--- config.mk ---
export PLATFORM = sky130hd
export DESIGN_NAME = byte_stream_tokenizer_fnv_hash_flat
export DESIGN_NICKNAME = d
export VERILOG_FILES = /design/src/bstok_pkg.sv /design/src/bstok_in_if.sv /design/src/bstok_out_if.sv /design/src/byte_stream_tokenizer_fnv_hash.sv /design/src/flat_wrapper.sv
export SDC_FILE = /design/constraint.sdc
export NUM_CORES = 2
export LEC_CHECK = 0
export BUFFER_PORTS_ARGS = -buffer_cell sky130_fd_sc_hd__buf_2
export CORE_MARGIN = 2
export CORE_UTILIZATION = 45
export DETAILED_ROUTE_END_ITERATION = 12
export PLACE_DENSITY = 0.61
export SLEW_MARGIN = 20
export SYNTH_ARGS = -nofsm -noshare
export SYNTH_HDL_FRONTEND = slang
export SYNTH_SLANG_ARGS = --single-unit
--- constraint.sdc ---
create_clock -name clk_i -period 7.7 [get_ports clk_i]
set_input_delay 0.77 -clock clk_i [delete_from_list [all_inputs] [get_ports clk_i]]
set_output_delay 0.77 -clock clk_i [all_outputs]
set_load 0.02 [all_outputs]
--- src/bstok_pkg.sv ---
// ----------------------------------------------------------------------------
// bstok_pkg
// Types, token codes and helper functions of the byte stream tokenizer.
// ----------------------------------------------------------------------------
`default_nettype none

package bstok_pkg;

  localparam int unsigned PosW      = 32;
  localparam int unsigned FifoDepth = 4;
  localparam int unsigned PtrW      = $clog2(FifoDepth);
  localparam int unsigned CntW      = $clog2(FifoDepth + 1);

  localparam logic [63:0] FnvBasis  = 64'hcbf29ce484222325;
  // prime is 2^40 + 0x1b3, so the product is a shift plus a short constant product
  localparam int unsigned FnvShift  = 40;
  localparam logic [8:0]  FnvLow    = 9'h1b3;

  // token kinds
  localparam logic [4:0] KindEnd    = 5'd0;
  localparam logic [4:0] KindLParen = 5'd1;
  localparam logic [4:0] KindRParen = 5'd2;
  localparam logic [4:0] KindLBrack = 5'd3;
  localparam logic [4:0] KindRBrack = 5'd4;
  localparam logic [4:0] KindLBrace = 5'd5;
  localparam logic [4:0] KindRBrace = 5'd6;
  localparam logic [4:0] KindPlus   = 5'd7;
  localparam logic [4:0] KindMinus  = 5'd8;
  localparam logic [4:0] KindStar   = 5'd9;
  localparam logic [4:0] KindSlash  = 5'd10;
  localparam logic [4:0] KindEqual  = 5'd11;
  localparam logic [4:0] KindLess   = 5'd12;
  localparam logic [4:0] KindGreat  = 5'd13;
  localparam logic [4:0] KindBang   = 5'd14;
  localparam logic [4:0] KindDColon = 5'd15;
  localparam logic [4:0] KindString = 5'd16;
  localparam logic [4:0] KindTrue   = 5'd17;
  localparam logic [4:0] KindFalse  = 5'd18;
  localparam logic [4:0] KindDouble = 5'd19;
  localparam logic [4:0] KindInt    = 5'd20;
  localparam logic [4:0] KindVar    = 5'd21;
  localparam logic [4:0] KindFn     = 5'd22;
  localparam logic [4:0] KindMatch  = 5'd23;
  localparam logic [4:0] KindIdent  = 5'd24;
  localparam logic [4:0] KindStd    = 5'd25;
  localparam logic [4:0] KindFor    = 5'd26;

  // status codes
  localparam logic [2:0] StOk         = 3'd0;
  localparam logic [2:0] StUnexpected = 3'd1;
  localparam logic [2:0] StColon      = 3'd2;
  localparam logic [2:0] StDot        = 3'd3;
  localparam logic [2:0] StUnterm     = 3'd4;

  // characters
  localparam logic [7:0] ChSpace  = 8'h20;
  localparam logic [7:0] ChTab    = 8'h09;
  localparam logic [7:0] ChLf     = 8'h0a;
  localparam logic [7:0] ChCr     = 8'h0d;
  localparam logic [7:0] ChHash   = 8'h23;
  localparam logic [7:0] ChColon  = 8'h3a;
  localparam logic [7:0] ChDot    = 8'h2e;
  localparam logic [7:0] ChSquote = 8'h27;
  localparam logic [7:0] ChDquote = 8'h22;

  // keywords, packed as the last identifier bytes
  localparam logic [39:0] KwVar   = 40'h0000766172;
  localparam logic [39:0] KwFn    = 40'h000000666e;
  localparam logic [39:0] KwMatch = 40'h6d61746368;
  localparam logic [39:0] KwStd   = 40'h0000737464;
  localparam logic [39:0] KwFor   = 40'h0000666f72;
  localparam logic [39:0] KwTrue  = 40'h0074727565;
  localparam logic [39:0] KwFalse = 40'h66616c7365;

  typedef enum logic [2:0] {
    ModeIdle    = 3'd0,
    ModeColon   = 3'd1,
    ModeNumber  = 3'd2,
    ModeIdent   = 3'd3,
    ModeQuoted  = 3'd4,
    ModeString  = 3'd5,
    ModeComment = 3'd6,
    ModeHalt    = 3'd7
  } mode_e;

  typedef struct packed {
    logic [4:0]  kind;
    logic [31:0] start;
    logic [31:0] length;
    logic [63:0] hash;
    logic [2:0]  status;
    logic        last;
  } result_t;

  function automatic logic [63:0] fnv_step(logic [63:0] h, logic [7:0] b);
    logic [63:0] x;
    x = h ^ {56'd0, b};
    return (x << FnvShift) + (x * {55'd0, FnvLow});
  endfunction

  function automatic logic is_alnum(logic [7:0] b);
    return (b >= 8'h30 && b <= 8'h39) || (b >= 8'h61 && b <= 8'h7a) ||
           (b >= 8'h41 && b <= 8'h5a) || b == 8'h5f;
  endfunction

  function automatic logic [4:0] punct_kind(logic [7:0] b);
    logic [4:0] k;
    unique case (b)
      8'h28:   k = KindLParen;
      8'h29:   k = KindRParen;
      8'h5b:   k = KindLBrack;
      8'h5d:   k = KindRBrack;
      8'h7b:   k = KindLBrace;
      8'h7d:   k = KindRBrace;
      8'h2b:   k = KindPlus;
      8'h2d:   k = KindMinus;
      8'h2a:   k = KindStar;
      8'h2f:   k = KindSlash;
      8'h3d:   k = KindEqual;
      8'h3c:   k = KindLess;
      8'h3e:   k = KindGreat;
      8'h21:   k = KindBang;
      default: k = KindEnd;
    endcase
    return k;
  endfunction

  function automatic logic [4:0] ident_kind(logic [39:0] kw, logic too_long);
    logic [4:0] k;
    k = KindIdent;
    if (!too_long) begin
      priority case (kw)
        KwVar:   k = KindVar;
        KwFn:    k = KindFn;
        KwMatch: k = KindMatch;
        KwStd:   k = KindStd;
        KwFor:   k = KindFor;
        KwTrue:  k = KindTrue;
        KwFalse: k = KindFalse;
        default: k = KindIdent;
      endcase
    end
    return k;
  endfunction

  function automatic result_t make_result(logic [4:0] kind, logic [31:0] start,
                                          logic [31:0] length, logic [63:0] hash,
                                          logic [2:0] status);
    result_t r;
    r.kind   = kind;
    r.start  = start;
    r.length = length;
    r.hash   = hash;
    r.status = status;
    r.last   = 1'b0;
    return r;
  endfunction

endpackage

`default_nettype wire

--- src/bstok_in_if.sv ---
// ----------------------------------------------------------------------------
// bstok_in_if
// Source byte channel: one byte or end of input per transfer.
// ----------------------------------------------------------------------------
`default_nettype none

interface bstok_in_if;
  logic       valid;
  logic       ready;
  logic [7:0] data_byte;
  logic       end_marker;

  modport source (output valid, output data_byte, output end_marker, input ready);
  modport sink   (input valid, input data_byte, input end_marker, output ready);
endinterface

`default_nettype wire

--- src/bstok_out_if.sv ---
// ----------------------------------------------------------------------------
// bstok_out_if
// Token channel: one token per transfer.
// ----------------------------------------------------------------------------
`default_nettype none

interface bstok_out_if;
  logic        valid;
  logic        ready;
  logic [4:0]  token_kind;
  logic [31:0] token_start;
  logic [31:0] token_length;
  logic [63:0] token_hash;
  logic [2:0]  status;
  logic        last_of_run;

  modport source (output valid, output token_kind, output token_start,
                  output token_length, output token_hash, output status,
                  output last_of_run, input ready);
  modport sink   (input valid, input token_kind, input token_start,
                  input token_length, input token_hash, input status,
                  input last_of_run, output ready);
endinterface

`default_nettype wire

--- src/byte_stream_tokenizer_fnv_hash.sv ---
// ----------------------------------------------------------------------------
// byte_stream_tokenizer_fnv_hash
// Lexer over a byte stream with FNV-1a 64 token hashes.
//
//   channel  dir  payload                                           handshake
//   in_i     in   data_byte, end_marker                              valid/ready
//   out_o    out  token_kind/start/length/hash, status, last_of_run  valid/ready
//
// One byte is scanned per cycle while in_i.ready is high; the scan state is
// updated in the cycle of the transfer and its zero to two tokens are written
// into a 4-entry queue; out_o gives one token per cycle while out_o.ready holds.
// in_i.ready drops while fewer than two queue entries are free.
// Reset clears the scan state and empties the queue.
// ----------------------------------------------------------------------------
`default_nettype none

module byte_stream_tokenizer_fnv_hash (
  input  logic  clk_i,
  input  logic  rst_ni,
  bstok_in_if.sink    in_i,
  bstok_out_if.source out_o
);
  import bstok_pkg::*;

  // scan state
  mode_e            mode_q, mode_d;
  logic [PosW-1:0]  pos_q, pos_d;
  logic [PosW-1:0]  begin_q, begin_d;
  logic [63:0]      hash_q, hash_d;
  logic             dot_q, dot_d;
  logic [39:0]      kw_q, kw_d;
  logic [2:0]       kwcnt_q, kwcnt_d;
  logic             long_q, long_d;

  // result queue
  result_t          fifo_q [FifoDepth];
  logic [PtrW-1:0]  wptr_q, rptr_q;
  logic [CntW-1:0]  cnt_q;

  logic        in_fire, out_fire;
  logic [7:0]  b;
  logic        at_end, is_digit, is_dot, is_ws, is_an;
  logic [4:0]  pk, ik, num_kind;
  logic [31:0] span, pos32, begin32;
  logic [63:0] ident_hash, fnv_out;
  logic        run_idle;
  logic        pend_v, tail_v;
  result_t     pend, tail, r0, r1;
  logic [1:0]  push_n;

  assign in_fire  = in_i.valid && in_i.ready;
  assign out_fire = out_o.valid && out_o.ready;

  assign b        = in_i.data_byte;
  assign at_end   = in_i.end_marker || (b == 8'd0);
  assign is_digit = (b >= 8'h30) && (b <= 8'h39);
  assign is_dot   = (b == ChDot);
  assign is_ws    = (b == ChSpace) || (b == ChTab) || (b == ChLf);
  assign is_an    = is_alnum(b);
  assign pk       = punct_kind(b);

  assign span       = 32'(pos_q - begin_q);
  assign pos32      = 32'(pos_q);
  assign begin32    = 32'(begin_q);
  assign num_kind   = dot_q ? KindDouble : KindInt;
  assign ik         = ident_kind(kw_q, long_q);
  assign ident_hash = (ik == KindIdent) ? hash_q : 64'd0;

  // a byte that ends a number, identifier or single-quoted token is scanned again from idle
  always_comb begin
    run_idle = 1'b0;
    if (!at_end) begin
      unique case (mode_q)
        ModeIdle:   run_idle = 1'b1;
        ModeNumber: run_idle = !is_digit && !is_dot;
        ModeIdent:  run_idle = !is_an;
        ModeQuoted: run_idle = is_ws || (b == ChCr);
        default:    run_idle = 1'b0;
      endcase
    end
  end

  // single hash unit: a fresh token starts from the offset basis
  assign fnv_out = fnv_step(run_idle ? FnvBasis : hash_q, b);

  always_comb begin
    mode_d  = mode_q;
    pos_d   = pos_q + 1'b1;
    begin_d = begin_q;
    hash_d  = hash_q;
    dot_d   = dot_q;
    kw_d    = kw_q;
    kwcnt_d = kwcnt_q;
    long_d  = long_q;
    pend_v  = 1'b0;
    pend    = make_result(KindEnd, pos32, 32'd0, 64'd0, StOk);
    tail_v  = 1'b0;
    tail    = make_result(KindEnd, pos32, 32'd0, 64'd0, StOk);

    if (at_end) begin
      unique case (mode_q)
        ModeNumber: begin
          pend_v = 1'b1;
          pend   = make_result(num_kind, begin32, span, hash_q, StOk);
        end
        ModeIdent: begin
          pend_v = 1'b1;
          pend   = make_result(ik, begin32, span, ident_hash, StOk);
        end
        ModeQuoted: begin
          pend_v = 1'b1;
          pend   = make_result(KindString, begin32, span, hash_q, StOk);
        end
        ModeString: begin
          pend_v = 1'b1;
          pend   = make_result(KindEnd, pos32, 32'd0, 64'd0, StUnterm);
        end
        ModeColon: begin
          pend_v = 1'b1;
          pend   = make_result(KindEnd, pos32, 32'd0, 64'd0, StColon);
        end
        default: ;
      endcase
      tail_v  = (mode_q != ModeHalt) && (mode_q != ModeString) && (mode_q != ModeColon);
      mode_d  = ModeIdle;
      pos_d   = '0;
      begin_d = '0;
      hash_d  = FnvBasis;
      dot_d   = 1'b0;
      kw_d    = '0;
      kwcnt_d = '0;
      long_d  = 1'b0;
    end else begin
      unique case (mode_q)
        ModeHalt, ModeIdle: ;
        ModeColon: begin
          pend_v = 1'b1;
          if (b == ChColon) begin
            pend   = make_result(KindDColon, begin32, 32'd2, 64'd0, StOk);
            mode_d = ModeIdle;
          end else begin
            pend   = make_result(KindEnd, pos32, 32'd0, 64'd0, StColon);
            mode_d = ModeHalt;
          end
        end
        ModeNumber: begin
          if (is_digit) begin
            hash_d = fnv_out;
          end else if (is_dot) begin
            if (dot_q) begin
              pend_v = 1'b1;
              pend   = make_result(KindEnd, pos32, 32'd0, 64'd0, StDot);
              mode_d = ModeHalt;
            end else begin
              dot_d  = 1'b1;
              hash_d = fnv_out;
            end
          end else begin
            pend_v = 1'b1;
            pend   = make_result(num_kind, begin32, span, hash_q, StOk);
          end
        end
        ModeIdent: begin
          if (is_an) begin
            hash_d = fnv_out;
            kw_d   = {kw_q[31:0], b};
            if (kwcnt_q < 3'd5) begin
              kwcnt_d = kwcnt_q + 3'd1;
            end else begin
              long_d = 1'b1;
            end
          end else begin
            pend_v = 1'b1;
            pend   = make_result(ik, begin32, span, ident_hash, StOk);
          end
        end
        ModeQuoted: begin
          if (run_idle) begin
            pend_v = 1'b1;
            pend   = make_result(KindString, begin32, span, hash_q, StOk);
          end else begin
            hash_d = fnv_out;
          end
        end
        ModeString: begin
          if (b == ChDquote) begin
            pend_v = 1'b1;
            pend   = make_result(KindString, begin32, span, hash_q, StOk);
            mode_d = ModeIdle;
          end else if (b[7]) begin
            pend_v = 1'b1;
            pend   = make_result(KindEnd, pos32, 32'd0, 64'd0, StUnterm);
            mode_d = ModeHalt;
          end else begin
            hash_d = fnv_out;
          end
        end
        ModeComment: begin
          if (b == ChLf) begin
            mode_d = ModeIdle;
          end else if (b[7]) begin
            pend_v = 1'b1;
            pend   = make_result(KindEnd, pos32, 32'd0, 64'd0, StUnexpected);
            mode_d = ModeHalt;
          end
        end
      endcase

      if (run_idle) begin
        priority if (is_ws) begin
          mode_d = ModeIdle;
        end else if (b == ChHash) begin
          mode_d = ModeComment;
        end else if (pk != KindEnd) begin
          tail_v = 1'b1;
          tail   = make_result(pk, pos32, 32'd1, 64'd0, StOk);
          mode_d = ModeIdle;
        end else if (b == ChColon) begin
          begin_d = pos_q;
          hash_d  = FnvBasis;
          mode_d  = ModeColon;
        end else if (b == ChSquote) begin
          begin_d = pos_q + 1'b1;
          hash_d  = FnvBasis;
          mode_d  = ModeQuoted;
        end else if (b == ChDquote) begin
          begin_d = pos_q + 1'b1;
          hash_d  = FnvBasis;
          mode_d  = ModeString;
        end else if (is_digit || is_dot) begin
          begin_d = pos_q;
          hash_d  = fnv_out;
          dot_d   = is_dot;
          mode_d  = ModeNumber;
        end else if (is_an) begin
          begin_d = pos_q;
          hash_d  = fnv_out;
          kw_d    = {32'd0, b};
          kwcnt_d = 3'd1;
          long_d  = 1'b0;
          mode_d  = ModeIdent;
        end else begin
          tail_v = 1'b1;
          tail   = make_result(KindEnd, pos32, 32'd0, 64'd0, StUnexpected);
          mode_d = ModeHalt;
        end
      end
    end
  end

  // order results: a token ended by this byte comes first
  always_comb begin
    r0      = pend_v ? pend : tail;
    r0.last = !(pend_v && tail_v);
    r1      = tail;
    r1.last = 1'b1;
    push_n  = {1'b0, pend_v} + {1'b0, tail_v};
  end

  always_ff @(posedge clk_i or negedge rst_ni) begin
    if (!rst_ni) begin
      mode_q  <= ModeIdle;
      pos_q   <= '0;
      begin_q <= '0;
      hash_q  <= FnvBasis;
      dot_q   <= 1'b0;
      kw_q    <= '0;
      kwcnt_q <= '0;
      long_q  <= 1'b0;
    end else if (in_fire) begin
      mode_q  <= mode_d;
      pos_q   <= pos_d;
      begin_q <= begin_d;
      hash_q  <= hash_d;
      dot_q   <= dot_d;
      kw_q    <= kw_d;
      kwcnt_q <= kwcnt_d;
      long_q  <= long_d;
    end
  end

  always_ff @(posedge clk_i) begin
    if (in_fire && (push_n != 2'd0)) begin
      fifo_q[wptr_q] <= r0;
    end
    if (in_fire && (push_n == 2'd2)) begin
      fifo_q[PtrW'(wptr_q + 1'b1)] <= r1;
    end
  end

  always_ff @(posedge clk_i or negedge rst_ni) begin
    if (!rst_ni) begin
      wptr_q <= '0;
      rptr_q <= '0;
      cnt_q  <= '0;
    end else begin
      if (in_fire) begin
        wptr_q <= wptr_q + PtrW'(push_n);
      end
      if (out_fire) begin
        rptr_q <= rptr_q + 1'b1;
      end
      cnt_q <= cnt_q + (in_fire ? CntW'(push_n) : CntW'(0)) - CntW'(out_fire);
    end
  end

  assign in_i.ready         = (cnt_q <= CntW'(FifoDepth - 2));
  assign out_o.valid        = (cnt_q != '0);
  assign out_o.token_kind   = fifo_q[rptr_q].kind;
  assign out_o.token_start  = fifo_q[rptr_q].start;
  assign out_o.token_length = fifo_q[rptr_q].length;
  assign out_o.token_hash   = fifo_q[rptr_q].hash;
  assign out_o.status       = fifo_q[rptr_q].status;
  assign out_o.last_of_run  = fifo_q[rptr_q].last;

  a_cnt_bound: assert property (@(posedge clk_i) disable iff (!rst_ni)
    cnt_q <= CntW'(FifoDepth))
    else $error("result queue count out of range");

  a_end_resets: assert property (@(posedge clk_i) disable iff (!rst_ni)
    (in_fire && at_end) |=> (mode_q == ModeIdle && pos_q == '0))
    else $error("scan state not cleared after end of input");

  a_halt_silent: assert property (@(posedge clk_i) disable iff (!rst_ni)
    (in_fire && mode_q == ModeHalt) |-> (push_n == 2'd0))
    else $error("halted scanner produced a token");

  a_status_end: assert property (@(posedge clk_i) disable iff (!rst_ni)
    (out_o.valid && out_o.status != StOk) |-> (out_o.token_kind == KindEnd))
    else $error("error status on a non-end token");

  a_pair_kept: assert property (@(posedge clk_i) disable iff (!rst_ni)
    (out_o.valid && !out_o.last_of_run) |-> (cnt_q >= CntW'(2)))
    else $error("first token of a pair without its partner queued");

endmodule

`default_nettype wire
--- src/flat_wrapper.sv ---
// flat-port wrapper written by rule: the top's interface ports become plain ports
module byte_stream_tokenizer_fnv_hash_flat import bstok_pkg::*;
  (clk_i, rst_ni, in_i_valid, in_i_data_byte, in_i_end_marker, in_i_ready, out_o_valid, out_o_token_kind, out_o_token_start, out_o_token_length, out_o_token_hash, out_o_status, out_o_last_of_run, out_o_ready);
  bstok_in_if in_i_i ();
  bstok_out_if out_o_i ();
  input  logic clk_i;
  input  logic rst_ni;
  input wire logic [$bits(in_i_i.valid)-1:0] in_i_valid;
  input wire logic [$bits(in_i_i.data_byte)-1:0] in_i_data_byte;
  input wire logic [$bits(in_i_i.end_marker)-1:0] in_i_end_marker;
  output wire logic [$bits(in_i_i.ready)-1:0] in_i_ready;
  output wire logic [$bits(out_o_i.valid)-1:0] out_o_valid;
  output wire logic [$bits(out_o_i.token_kind)-1:0] out_o_token_kind;
  output wire logic [$bits(out_o_i.token_start)-1:0] out_o_token_start;
  output wire logic [$bits(out_o_i.token_length)-1:0] out_o_token_length;
  output wire logic [$bits(out_o_i.token_hash)-1:0] out_o_token_hash;
  output wire logic [$bits(out_o_i.status)-1:0] out_o_status;
  output wire logic [$bits(out_o_i.last_of_run)-1:0] out_o_last_of_run;
  input wire logic [$bits(out_o_i.ready)-1:0] out_o_ready;
  assign in_i_i.valid = in_i_valid;
  assign in_i_i.data_byte = in_i_data_byte;
  assign in_i_i.end_marker = in_i_end_marker;
  assign in_i_ready = in_i_i.ready;
  assign out_o_valid = out_o_i.valid;
  assign out_o_token_kind = out_o_i.token_kind;
  assign out_o_token_start = out_o_i.token_start;
  assign out_o_token_length = out_o_i.token_length;
  assign out_o_token_hash = out_o_i.token_hash;
  assign out_o_status = out_o_i.status;
  assign out_o_last_of_run = out_o_i.last_of_run;
  assign out_o_i.ready = out_o_ready;
  byte_stream_tokenizer_fnv_hash u_core (.clk_i(clk_i), .rst_ni(rst_ni), .in_i(in_i_i), .out_o(out_o_i));
endmodule
### Word-level counts from Yosys, hierarchy flattened

Memories as Yosys holds them, arrays and structs flattened.
Index checks and enable logic that the tools add are counted.

| storage, ports and cells | value |
|---|---|
| bits in registers | 183 |
| memory bits (writable) | 548 |
| input bits | 13 |
| output and inout port bits | 139 |
| logic and storage cells | 268 |
| memories kept | 1 |

Memories:

| memory | words | bits a word | read ports | clocked after memory_dff | wr ports | RTL line | source |
|---|---|---|---|---|---|---|---|
| u_core.fifo_q | 4 | 137 | 1 | 0 | 2 | byte_stream_tokenizer_fnv_hash.sv:36 | `result_t fifo_q [FifoDepth];` |

| operators by class | value |
|---|---|
| add/sub/neg operators | 10 |
| multipliers | 1 |
| order comparisons | 8 |
| equality and inequality tests | 48 |
| multiplexer cells | 154 |
| bitwise operators | 1 |
| reductions and logical operators | 34 |

Operators with widths:

| operator | count |
|---|---|
| 137-bit two-way mux | 11 |
| 64-bit two-way mux | 19 |
| 137-bit one-hot mux with 6 select lines | 1 |
| 137-bit one-hot mux with 5 select lines | 1 |
| 40-bit two-way mux | 12 |
| 32-bit two-way mux | 11 |
| 136-bit two-way mux | 2 |
| 64-bit one-hot mux with 4 select lines | 1 |
| 8-bit by 6-bit equality test with 1-bit output, second input constant | 16 |
| 40-bit by 23-bit equality test with 1-bit output, second input constant | 3 |
| 3-bit two-way mux | 32 |
| 40-bit by 39-bit equality test with 1-bit output, second input constant | 2 |
| 64-bit adder | 1 |
| 64-bit by 9-bit multiplier with 64-bit output, second input constant | 1 |
| 64-bit by 8-bit XOR with 64-bit output | 1 |
| 4-bit one-hot mux with 14 select lines | 1 |
| 1-bit two-way mux | 49 |
| 40-bit by 15-bit equality test with 1-bit output, second input constant | 1 |
| 40-bit by 31-bit equality test with 1-bit output, second input constant | 1 |
| 8-bit by 7-bit equality test with 1-bit output, second input constant | 5 |
| 32-bit by 1-bit adder with 32-bit output, second input constant | 1 |
| 32-bit subtractor | 1 |
| 4-bit one-hot mux with 7 select lines | 1 |
| 8-bit by 4-bit equality test with 1-bit output, second input constant | 3 |
| 40 further kinds | 79 |

### Longest topological paths before layout

| logic depth | value |
|---|---|
| depth in word-level cells | 26 |
| mapped depth | 34 |
| mapped depth without buffers | 27 |

### Worst setup path after synthesis

OpenSTA, ideal clock, no wires.

| path | value |
|---|---|
| path type | in2reg |
| from | input in_i_data_byte[1] |
| to | register u_core.hash_q[62] |
| setup time | 0.081 ns |
| data arrival time | 7.932 ns |
| data required time | 7.619 ns |
| path slack | -0.313 ns |
| stages | 33 |
| buffers on the path | 7 |
| path through | clkbuf_1 buf_2 and4b_1 mux2i_1 nor2_1 o221ai_1 o21ai_1 buf_2 buf_2 clkbuf_1 buf_1 nand2b_1 ha_1 inv_1 fa_1 inv_1 fa_1 fa_1 inv_1 fa_1 inv_1 ha_1 clkbuf_1 nand4_1 nor4_1 a21oi_1 o21ai_0 o21ai_0 o41ai_1 a221oi_1 xnor2_1 a21oi_1 o211ai_1 |

| between the ends | value |
|---|---|
| cells in the longest elaborated chain, start to end | 26 |
| elaborated cells on any way between the ends | 72 |
| classes of those cells | add/sub (1); mul (1); order compare (6); eq/ne (24); mux (22); bitwise (1); reduce/logical (17) |

RTL lines:

| item | RTL line | source |
|---|---|---|
| start, declared | flat_wrapper.sv:9 | `input wire logic [$bits(in_i_i.data_byte)-1:0] in_i_data_byte;` |
| 8-bit by 6-bit >= comparator with 1-bit output (tied with other cells) | bstok_pkg.sv:102, byte_stream_tokenizer_fnv_hash.sv:56 |  |
| 1-bit logical AND (on tied branches) | bstok_pkg.sv:102, byte_stream_tokenizer_fnv_hash.sv:56 |  |
| 1-bit logical OR (2 in series) | bstok_pkg.sv:102 | `return (b >= 8'h30 && b <= 8'h39) \|\| (b >= 8'h61 && b <= 8'h7a) \|\|` |
| 1-bit logical OR | bstok_pkg.sv:103 | `(b >= 8'h41 && b <= 8'h5a) \|\| b == 8'h5f;` |
| 1-bit logical NOT | byte_stream_tokenizer_fnv_hash.sv:76 | `ModeIdent: run_idle = !is_an;` |
| 1-bit one-hot mux with 4 select lines | byte_stream_tokenizer_fnv_hash.sv:73 | `unique case (mode_q)` |
| 1-bit two-way mux | byte_stream_tokenizer_fnv_hash.sv:72 | `if (!at_end) begin` |
| 64-bit two-way mux | byte_stream_tokenizer_fnv_hash.sv:84 | `assign fnv_out = fnv_step(run_idle ? FnvBasis : hash_q, b);` |
| (+9 left out) | - |  |
| 64-bit two-way mux | byte_stream_tokenizer_fnv_hash.sv:226 | `end else if (b == ChDquote) begin` |
| 64-bit two-way mux | byte_stream_tokenizer_fnv_hash.sv:222 | `end else if (b == ChSquote) begin` |
| 64-bit two-way mux | byte_stream_tokenizer_fnv_hash.sv:218 | `end else if (b == ChColon) begin` |
| 64-bit two-way mux | byte_stream_tokenizer_fnv_hash.sv:214 | `end else if (pk != KindEnd) begin` |
| 64-bit two-way mux | byte_stream_tokenizer_fnv_hash.sv:212 | `end else if (b == ChHash) begin` |
| 64-bit two-way mux | byte_stream_tokenizer_fnv_hash.sv:210 | `priority if (is_ws) begin` |
| 64-bit two-way mux | byte_stream_tokenizer_fnv_hash.sv:209 | `if (run_idle) begin` |
| 64-bit two-way mux * | byte_stream_tokenizer_fnv_hash.sv:100 | `if (at_end) begin` |
| end signal, assigned | byte_stream_tokenizer_fnv_hash.sv:265 | `hash_q <= FnvBasis;` |
| end signal, assigned | byte_stream_tokenizer_fnv_hash.sv:274 | `hash_q <= hash_d;` |
| end, declared | byte_stream_tokenizer_fnv_hash.sv:29 | `logic [63:0] hash_q, hash_d;` |

Mark *: on every way between the ends. The rest lies on a longest branch, timed or not.
A chain may end at the register's enable or synchronous reset.

### Worst setup path in the final report

| path | value |
|---|---|
| from | register u_core.mode_q[0] |
| to | register u_core.hash_q[60] |

| between the ends | value |
|---|---|
| cells in the longest elaborated chain, start to end | 21 |
| elaborated cells on any way between the ends | 29 |
| classes of those cells | add/sub (1); mul (1); eq/ne (4); mux (21); bitwise (1); reduce/logical (1) |

RTL lines:

| item | RTL line | source |
|---|---|---|
| start, declared | byte_stream_tokenizer_fnv_hash.sv:26 | `mode_e mode_q, mode_d;` |
| start signal, assigned | byte_stream_tokenizer_fnv_hash.sv:262 | `mode_q <= ModeIdle;` |
| start signal, assigned | byte_stream_tokenizer_fnv_hash.sv:271 | `mode_q <= mode_d;` |
| 3-bit equality test (tied with other cells) | - |  |
| 1-bit one-hot mux with 4 select lines | byte_stream_tokenizer_fnv_hash.sv:73 |  |
| 1-bit two-way mux | byte_stream_tokenizer_fnv_hash.sv:72 |  |
| 64-bit two-way mux | byte_stream_tokenizer_fnv_hash.sv:84 |  |
| 64-bit by 8-bit XOR with 64-bit output | bstok_pkg.sv:97 | `x = h ^ {56'd0, b};` |
| 64-bit by 9-bit multiplier with 64-bit output | bstok_pkg.sv:98 | `return (x << FnvShift) + (x * {55'd0, FnvLow});` |
| 64-bit adder | bstok_pkg.sv:98 |  |
| 64-bit two-way mux | byte_stream_tokenizer_fnv_hash.sv:150 | `if (dot_q) begin` |
| (+5 left out) | - |  |
| 64-bit two-way mux | byte_stream_tokenizer_fnv_hash.sv:226 |  |
| 64-bit two-way mux | byte_stream_tokenizer_fnv_hash.sv:222 |  |
| 64-bit two-way mux | byte_stream_tokenizer_fnv_hash.sv:218 |  |
| 64-bit two-way mux | byte_stream_tokenizer_fnv_hash.sv:214 |  |
| 64-bit two-way mux | byte_stream_tokenizer_fnv_hash.sv:212 |  |
| 64-bit two-way mux | byte_stream_tokenizer_fnv_hash.sv:210 |  |
| 64-bit two-way mux * | byte_stream_tokenizer_fnv_hash.sv:209 |  |
| 64-bit two-way mux * | byte_stream_tokenizer_fnv_hash.sv:100 |  |

Marked as above.

==> summary.txt <==
Starting Density: 0.455
vias in the first global route: 38382
initial antenna violation count: 4
CTS Sinks: 731
Synth area leaders: dfxtp_1 17%, edfxtp_1 9.7%, fa_1 9.0%, dfrtp_1 8.2%, mux4_2 6.5%
Crit. End Element: register
I/O Pins: 152
nets: 5449
Die Ht: 328 microns
final hold slack: 63.4 ps
worst slew pin tran: 1160 ps
Synth Instances: 4737
area grow syn2layout: 15.1%
Yosys top cell area share: 0.168
CTS Root Cell: clkbuf_16
clock-pin slew on the worst setup and hold paths: 60 ps
worst hold path class: primary input to asynchronous set/reset pin
Rows: 118
die footprint: 0.108 sq mm
most frequent CP cell: buf_4
total CTS buffers: 84
Worst Reg-to-Reg Cells: 31
distinct cell type count after synthesis: 87
slowest library cell on the worst path: fa_1
crit path DAT: 7940 ps
clk_skew: 42.3 ps
status: finished clean
Data required, critical path: 8270 ps
Max-Cap Viols: 0
Slew HR: 0.218
unrepaired setup endpoints after global routing: no
setup_tns: 0 ps
slowest stage delay, CP: 550 ps
post-cts sizing count: 0
H-tree levels: 3
post-DP HPWL: 109000 microns
CP Class: register to register
CTS hold repair buffers: 0
first-pass GRT wire length: 239000 microns
post-DR vias/cell: 6.14
GP Congestion: 0.951
grt total ovfl: 0
DRC violations left: 0
GRT Total Usage: 0.289
Post-synth EDFFs: 152
Tmin final: 7380 ps
post-route cell area: 0.0543 sq mm
CTS tree: built
area leader, netlist: dfxtp_1
total nets after synthesis: 5178
Vias: 39637
Slew Limit Fails: 0
WL final: 157000 microns
type of origin of the critical path: register
Yosys reg bits: 731
Cell Area, Synth: 0.0472 sq mm
share of cells above drive strength 1: 0.183
Async SR Flop Fraction: 0.250
clk buf depth: 3
Buffers on Ports: 151
Die W: 328 microns
# fillers: 9486
initial drt markers: 4430
Core ar.: 0.104 sq mm
Setup Buffers After CTS: 0
antenna cells: 0
Yosys warning count: 0
DP Area: 0.0514 sq mm
count leader, synth: nand2_1
Post-DRT Antenna Nets: 0
sequential area share after synthesis: 0.362
Fin. Hold Viols: 0
largest net degree at the start of global routing: 146
Max Clk Rate: 136 MHz
count of final setup violators: 0
drt pass-1 iters: 7
most frequent cells after synthesis: 493 x nand2_1, 410 x inv_1, 396 x dfxtp_1
commonest register cell after synthesis: dfxtp_1
Syn Area/Cell: 9.97 sq um
critical-path maximum fanout: 26
Avg WL per Cell: 24.3 microns
Skew-Pair Late Insertion Delay: 690 ps
period utilisation layout: 0.958
==> through the flow <==
stage	worst slack (ps)	std cells	util
5_1_grt	11.2	6457	0.523
3_5_place_dp	-295	6299	0.495
3_3_place_gp	-281	6299	0.495
2_1_floorplan	44.2	4737	-
4_1_cts	304	6454	0.522
6_report	322	6457	0.523
==> cell families (layout without fill, tap and decap cells) <==
logic type	count (synthesis)	after routing	synth area share
AOI/OAI and AO/OA	1317	1317	0.210
and+or+nand+nor	1126	1126	0.107
buffers and inverters	776	1116	0.0666
DFF	731	731	0.362
adders and majority gates	430	430	0.148
xor gates and xnor gates	217	217	0.0403
muxes	140	140	0.0660
==> critical path: cells and delay by family, from the launching register on <==
kind | cells | cell delay (ps)
flops | 1 | 460
fa+ha+maj | 7 | 2730
simple gates | 6 | 860
compound gates | 6 | 1420
xor+xnor | 1 | 160
buf+inv | 11 | 1590
==> layout by cell type (no fill, tap or decap), types with 15 or more instances in the layout <==
cell	count
a31oi_1	26
nor2b_1	20
nor4_1	15
dfstp_2	28
xnor2_1	121
or3_1	23
a21oi_1	165
nor3_1	35
buf_2	150
a21o_1	115
clkinv_2	15
and3_1	36
fa_1	212
o21a_1	16
a32o_1	258
o22ai_1	33
dfxtp_1	396
and2_1	34
ha_1	216
o31ai_1	53
nand2_1	487
buf_4	390
nor2_1	272
dfrtp_1	153
o21ai_0	269
xor2_1	96
nand4_1	26
clkbuf_8	21
o21bai_1	16
mux4_2	137
a221o_1	121
a22o_1	114
nand3_1	69
inv_1	406
nand2b_1	38
edfxtp_1	152
clkbuf_16	86
==> area by class of cell <==
class                           instances  area (sq um)  area share
Clock buffer                          119          2480      0.0456
Clock inverter                         36           393     0.00723
Inverter                              410          1540      0.0283
Multi-Input combinational cell       3230         27200       0.500
Sequential cell                       731         17100       0.315
Tap cell                             1380          1730      0.0318
Timing Repair Buffer                  551          3900      0.0718
==> sequential cells by signal (all words and copies together) (netlist names), 3 cells and up <==
signal	cells
u_core.begin32	32
u_core.kwcnt_q	3
u_core.fifo_q	548
u_core.mode_q	3
u_core.hash_q	64
u_core.kw_q	40
u_core.pos32	32
u_core.cnt_q	3
==> path summary, 6_finish.rpt <==
check / startpoint / to / slack, ps
max: u_core.mode_q[0] / u_core.hash_q[60] / 320
min: rst_ni / u_core.mode_q[0] / 60
max reg2reg: u_core.mode_q[0] / u_core.hash_q[60] / 320
min reg2reg: u_core.fifo_q[0][82] / u_core.fifo_q[0][82] / 450
max in group asynchronous: rst_ni / u_core.hash_q[41] / 6280
min in group clk_i: in_i_data_byte[0] / u_core.kw_q[0] / 420
==> layer usage <==
layer	GRT usage	share of wire	up-vias	wire, microns
li1	-	-	17744	-
met4	0.0734	0.019	2	3040
met2	0.423	0.43	1737	67700
met1	0.436	0.46	19939	71500
met5	0	0.000083	-	13
met3	0.0537	0.093	215	14600
Power is left out: the tool's default activity adds up to more than one toggle a clock period on the data nets, which glitch-free logic cannot reach.
